<file path="src/rtl/hsie_ram.sv">
// ============================================================================
// hsie_ram
// Generic single-write, single-read RAM with a registered read port.
// ============================================================================
module hsie_ram #(
    parameter int WIDTH = 8,
    parameter int DEPTH = 16
) (
    input  logic                     clk,
    input  logic                     we,
    input  logic [$clog2(DEPTH)-1:0] waddr,
    input  logic [WIDTH-1:0]         wdata,
    input  logic [$clog2(DEPTH)-1:0] raddr,
    output logic [WIDTH-1:0]         rdata
);

    logic [WIDTH-1:0] mem [DEPTH];
    logic [WIDTH-1:0] rdata_reg;

    always_ff @(posedge clk)
    begin
        if (we)
        begin
            mem[waddr] <= wdata;
        end
        rdata_reg <= mem[raddr];
    end

    assign rdata = rdata_reg;

endmodule

</file>
<file path="config.mk">
export PLATFORM = sky130hd
export DESIGN_NAME = hsie_ram
export DESIGN_NICKNAME = d
export VERILOG_FILES = /design/src/rtl/hsie_ram.sv
export SDC_FILE = /design/constraint.sdc
export NUM_CORES = 1
export LEC_CHECK = 0
export BUFFER_PORTS_ARGS = -buffer_cell sky130_fd_sc_hd__buf_2
export CAP_MARGIN = 20
export CORE_ASPECT_RATIO = 1.1
export CORE_MARGIN = 3
export CORE_UTILIZATION = 30
export CTS_BUF_LIST = sky130_fd_sc_hd__clkbuf_2
export CTS_CLUSTER_DIAMETER = 100
export DETAILED_ROUTE_END_ITERATION = 16
export GPL_ROUTABILITY_DRIVEN = 0
export PLACE_DENSITY = 0.57
export REMOVE_ABC_BUFFERS = 1
export SLEW_MARGIN = 20
export SYNTH_ARGS = -nofsm -noshare
export SYNTH_HDL_FRONTEND = slang
export SYNTH_SLANG_ARGS = --single-unit
</file>
<file path="constraint.sdc">
create_clock -name clk -period 2.7 [get_ports clk]
set_clock_uncertainty 0.15 [all_clocks]
set_input_delay 0 -clock clk [delete_from_list [all_inputs] [get_ports clk]]
set_output_delay 0 -clock clk [all_outputs]
set_load 0.005 [all_outputs]
</file>
==> metrics, run 1 <==
status finished clean; Peak VDD IR 0.3023 mV; top cells by area, synth edfxtp_1, mux4_2, mux4_1; CTS clock-pin slew for the worst setup and hold paths 0.22 ns; first-pass GRT wire length 15150 um; Worst Hold Depth 2; Worst R2R Setup Slack 0.24 ns; largest family of logic cells by synthesized area multiplexers; simple logic cell fraction of the synthesized area 3.184%; initial drt markers 164; Final min period 2.645 ns; total gr overflow 0; Final Core Density 36.73%; gr usage total 11.34%; unrepaired setup endpoints after global routing false; Lkg Pwr 0.002026 uW; FF-to-FF path depth 5; GR Util met1 15.55%; FP Rows 49; worst-margin pin slew 0.9922 ns; die area 18770 um2; hold endpoint mem[13][2]$_DFFE_PP_; sequential area share after synthesis 77.78%; Final ANT Viol Nets 0; biggest area consumer among synthesized cells edfxtp_1; Design Power 3912 uW; initial antenna violation count 0; DP HPWL 6509 um; Distinct cells, synth 19; die height 143.4 um; worst min-delay path class in -> reg; worst r2r dst rdata[7]$_DFF_P_; fillers 1538; WP data required 3.15 ns; met3 layer usage reported by global route 3.755%; I/O pin cnt 26; gr busiest metal met2; reg-to-reg startpoint mem[2][7]$_DFFE_PP_; Sequential Area 4004 um2; Synth Area in Compound Gates 2.333%; final slew viol count 0; layout cells sized above 1 27.62%; Core Footprint 16610 um2; type of origin of the critical path input pin; f_max 378.1 MHz; crit path DAT 3.10 ns; Post-Syn Instances 229; multiplexer share of the synthesized area 15.02%; Clock Sinks 136; largest net degree at the start of global routing 17; # DRC 0; final setup violation count 0; nets@finish 320; area occupied by multi-input gates 1057 um2; initial core utilization 30.98%; critical path class in -> reg; port bufs 25; final wirelength 10090 um; xor/xnor share of the synthesized area 0%; crit path max fanout 8; vias per cell 4.553; Area Overhead vs Synth 18.57%; max reg flops 128; clk_lat worst skew 0.64 ns; Hold Crit Start wdata[2]; most common flop cell mapped by yosys edfxtp_1; Synth Area in Adders 0%; vias in the first global route 2550; Commonest cells post-synth edfxtp_1, mux4_2, a22oi_1; max_cap viols 0; yosys warns 0; power density cells 641.0 nW/um2; clk buf depth 2; Clk Tree Root Cell clkbuf_2; Max-slew headroom 33.61%; Period Utilization, post-route 97.96%; CTS tree done; critical path capture point type flip-flop; H-tree depth 4; most common cell in the synthesized netlist edfxtp_1; syn_area_per_cell 22.48 um2; Synth top area share 74.67%; Hold Fails Final Rpt 0; Pre-antenna DRT Iters 4; DR WL/cell 18.55 um; Post-Route Setup TNS 0 ns; total number of vias 2477; GR Util met2 17.33%; Post-synth EDFFs 128; async set or reset register ratio after synthesis 0%; Synth Cell Area 5147 um2; CTS Buf Count 17; flops & latches, synth 136; Die W 130.9 um; Inserted Diodes 0
power by group:
group | switching [uW] | internal (uW) | total, uW
Combinational | 124 | 116 | 239
Sequential | 16.0 | 2360 | 2370
Clock | 697 | 603 | 1300
repair_timing:
item                                    in CTS  in global routing
endpoints found under the hold margin      264                  0
hold buffers                                25                  0
resized for setup                            0                  1
endpoints found under the setup margin       0                  1
setup buffers                                0                  0
per-layer routing:
layer / wire length [um] / part of all wire [%]
met5: 0 / 0
met4: 112 / 1.1
met3: 438 / 4.3
met2: 4852 / 48
met1: 4689 / 46
cells by family (layout without fill, tap and decap cells):
kind of cell           after synthesis  count (layout)
flip-flops                         136             136
AND/OR/NAND/NOR                     35              35
multiplexers                        32              32
AO/OA/AOI/OAI                       16              16
buffers and inverters               10              96
cell type report:
type / count / share of cell area (%)
Tap cell: 229 / 4.695
Clock inverter: 14 / 2.993
Sequential cell: 136 / 65.60
Multi-Input combinational cell: 83 / 17.32
Timing Repair Buffer: 64 / 7.913
Clock buffer: 18 / 1.476
worst max-delay path, cell delays in order:
cell           delay [ns]
dlygate4sd3_1        0.53
buf_2                0.14
nor2_1               0.17
dlygate4sd3_1        0.88
a22oi_1              0.18
dlygate4sd3_1        0.60
nand2_1              0.06
dlygate4sd3_1        0.54
layout by cell type (no fill, tap or decap), types with 3 or more instances in the layout:
master         instances
edfxtp_1             128
dlygate4sd3_1         25
buf_2                 24
mux4_2                18
clkbuf_2              18
a22oi_1               16
mux4_1                14
buf_4                 14
nor2_1                13
nand2_1                9
dfxtp_1                8
nor3_1                 4
bufinv_16              4
clkinv_1               3
clkinv_4               3
worst max path at each step:
stage / start / to
6_report: raddr[2] / rdata[7]$_DFF_P_
2_1_floorplan: waddr[2] / mem[0][0]$_DFFE_PP_
3_5_place_dp: raddr[0] / rdata[7]$_DFF_P_
3_3_place_gp: raddr[0] / rdata[7]$_DFF_P_
5_1_grt: raddr[0] / rdata[7]$_DFF_P_
4_1_cts: raddr[0] / rdata[7]$_DFF_P_
through the flow:
stage               setup WS (ns)  cell area (um2)  hold WS [ns]  std cells
finish                    0.05510             6103        0.1249        544
global route               0.1004             6103       0.03273        544
CTS                       0.06348             6101       0.06495        544
detailed placement         0.7236             5578        0.2300        487
global placement           0.7258             5578        0.2311        487
floorplan                   1.057             5061      -0.05113        219
Power figures use the tool's default switching activity.
==> run 2: changes to the inputs <==
- CORE_UTILIZATION: 30 -> 31
- PLACE_DENSITY: 0.57 -> 0.58
==> run 2 against run 1 <==
  * Critical path depth decreased by 3
  * Die area decreased by 3.1%
  * Clock power about the same
  * Maximum frequency increased by 3.7%
  * Power increased by 0.11%
  * Cell area decreased by 0.18%
  * Combinational power increased by 2%
  * Register-to-register slack got worse by 0.09 ns
  * Hold slack got worse by 0.026 ns
==> metrics, run 2 (synthesis results as in run 1) <==
status finished clean; f_max 392.2 MHz; gr usage total 12.32%; vias per cell 4.812; Lkg Pwr 0.002045 uW; CTS tree done; total number of vias 2488; Post-Route Setup TNS 0 ns; fillers 1460; Internal 3078 uW; Final min period 2.550 ns; sw frac 21.42%; clk buf depth 2; FF-to-FF path depth 5; max_cap viols 0; unrepaired setup endpoints after global routing false; Comb pwr share 6.2%; CTS clock-pin slew for the worst setup and hold paths 0.19 ns; fin area 6092 um2; critical path startpoint mem[1][3]$_DFFE_PP_; final setup violation count 0; max reg flops 128; Area Overhead vs Synth 18.35%; CTS Buf Count 17; Final ANT Viol Nets 0; Switch Pwr 838.9 uW; Clk Tree Root Cell clkbuf_2; critical path capture point type flip-flop; Clock Sinks 136; Max-slew headroom 40.20%; Die W 128.9 um; Worst R2R Setup Slack 0.15 ns; initial core utilization 32.22%; port bufs 25; largest net degree at the start of global routing 23; part of the power in registers 60.5%; Fin Hold WS 0.09868 ns; I/O pin cnt 26; Clock power frac 33.3%; WP data required 3.12 ns; Hold Fails Final Rpt 0; DP HPWL 6480 um; power density cells 642.9 nW/um2; clk_lat worst skew 0.65 ns; FP Rows 48; worst min-delay path class in -> reg; reg-to-reg startpoint mem[1][3]$_DFFE_PP_; first-pass GRT wire length 15840 um; Pre-antenna DRT Iters 4; total gr overflow 0; commonest non-fill, non-tap cell in the layout edfxtp_1; # DRC 0; crit path max fanout 1; H-tree depth 4; die height 141.2 um; die area 18190 um2; post-place instance area 5569 um2; worst slack at placement 0.8547 ns; initial antenna violation count 0; worst setup margin 0.1505 ns; worst-margin pin slew 0.8938 ns; crit path DAT 2.97 ns; final slew viol count 0; most frequent cells in the layout edfxtp_1, dlygate4sd3_1, buf_2; postcts setup bufs 0; layout cells sized above 1 28.39%; Inserted Diodes 0; Peak VDD IR 0.2701 mV; initial drt markers 268; type of origin of the critical path flip-flop; nets@finish 322; Period Utilization, post-route 94.43%; critical path class reg -> reg; worst r2r dst rdata[3]$_DFF_P_; DR WL/cell 19.97 um; crit path to rdata[3]$_DFF_P_; final wirelength 10320 um; vias in the first global route 2597; Core Footprint 15980 um2
==> run 2: changes by cell type in the layout (fill, tap and decap cells not counted), sizes merged <==
cell,previous run,this run
buf,38,40
clkinv,8,7
inv,0,1
==> run 2: per-layer routing <==
metal	vias to the layer above	wire length, um	track usage [%]
met5	-	0	0
met4	0	87	3.980
met3	11	546	3.486
met2	68	5052	18.86
met1	1286	4636	17.06
li1	1123	-	-
==> run 2: how the worst min path moves through the flow <==
stage	slack, ns	cells past startpoint	to	from
3_3_place_gp	0.23	1	rdata[6]	rdata[6]$_DFF_P_
5_1_grt	0.02	2	mem[9][0]$_DFFE_PP_	wdata[0]
2_1_floorplan	-0.05	0	mem[0][0]$_DFFE_PP_	wdata[0]
4_1_cts	0.04	2	mem[8][0]$_DFFE_PP_	wdata[0]
3_5_place_dp	0.23	1	rdata[6]	rdata[6]$_DFF_P_
6_report	0.1	2	mem[5][1]$_DFFE_PP_	wdata[1]
==> run 2: final cells by class <==
| cell class | instances | area (um2) | share of cell area, % |
|---|---|---|---|
| flip-flops and latches | 136 | 4004 | 65.72 |
| clock inverters | 14 | 180.2 | 2.957 |
| well taps | 200 | 250.2 | 4.108 |
| repair buffers | 66 | 510.5 | 8.380 |
| clock buffers | 18 | 90.09 | 1.479 |
| multi-input cells | 83 | 1057 | 17.35 |
==> run 2: worst max-delay path, cell delays in order, from the launching register on <==
cell	delay [ns]
edfxtp_1	0.40
mux4_1	0.51
a22oi_1	0.22
dlygate4sd3_1	0.59
nand2_1	0.06
dlygate4sd3_1	0.55
==> run 2: metrics by stage <==
step	power [uW]	util [%]	cells
3_3_place_gp	2629	34.86	460
3_5_place_dp	2636	34.86	460
4_1_cts	3951	38.12	517
2_1_floorplan	2510	-	219
5_1_grt	4069	38.13	517
6_report	3917	38.13	517
==> run 2: timing repair <==
item,4_1_cts,5_1_grt
endpoints found under the hold margin,264,0
hold buffers,25,0
setup endpoints to repair,0,1
resized for setup,0,1
==> run 2: power groups by stage <==
stage	sequential [uW]	combinational [uW]	clock, uW
after floorplan	2420	94.6	0
after global placement	2420	212	0
after detailed placement	2420	218	0
after CTS	2370	248	1330
after global routing	2370	268	1430
final	2370	243	1300
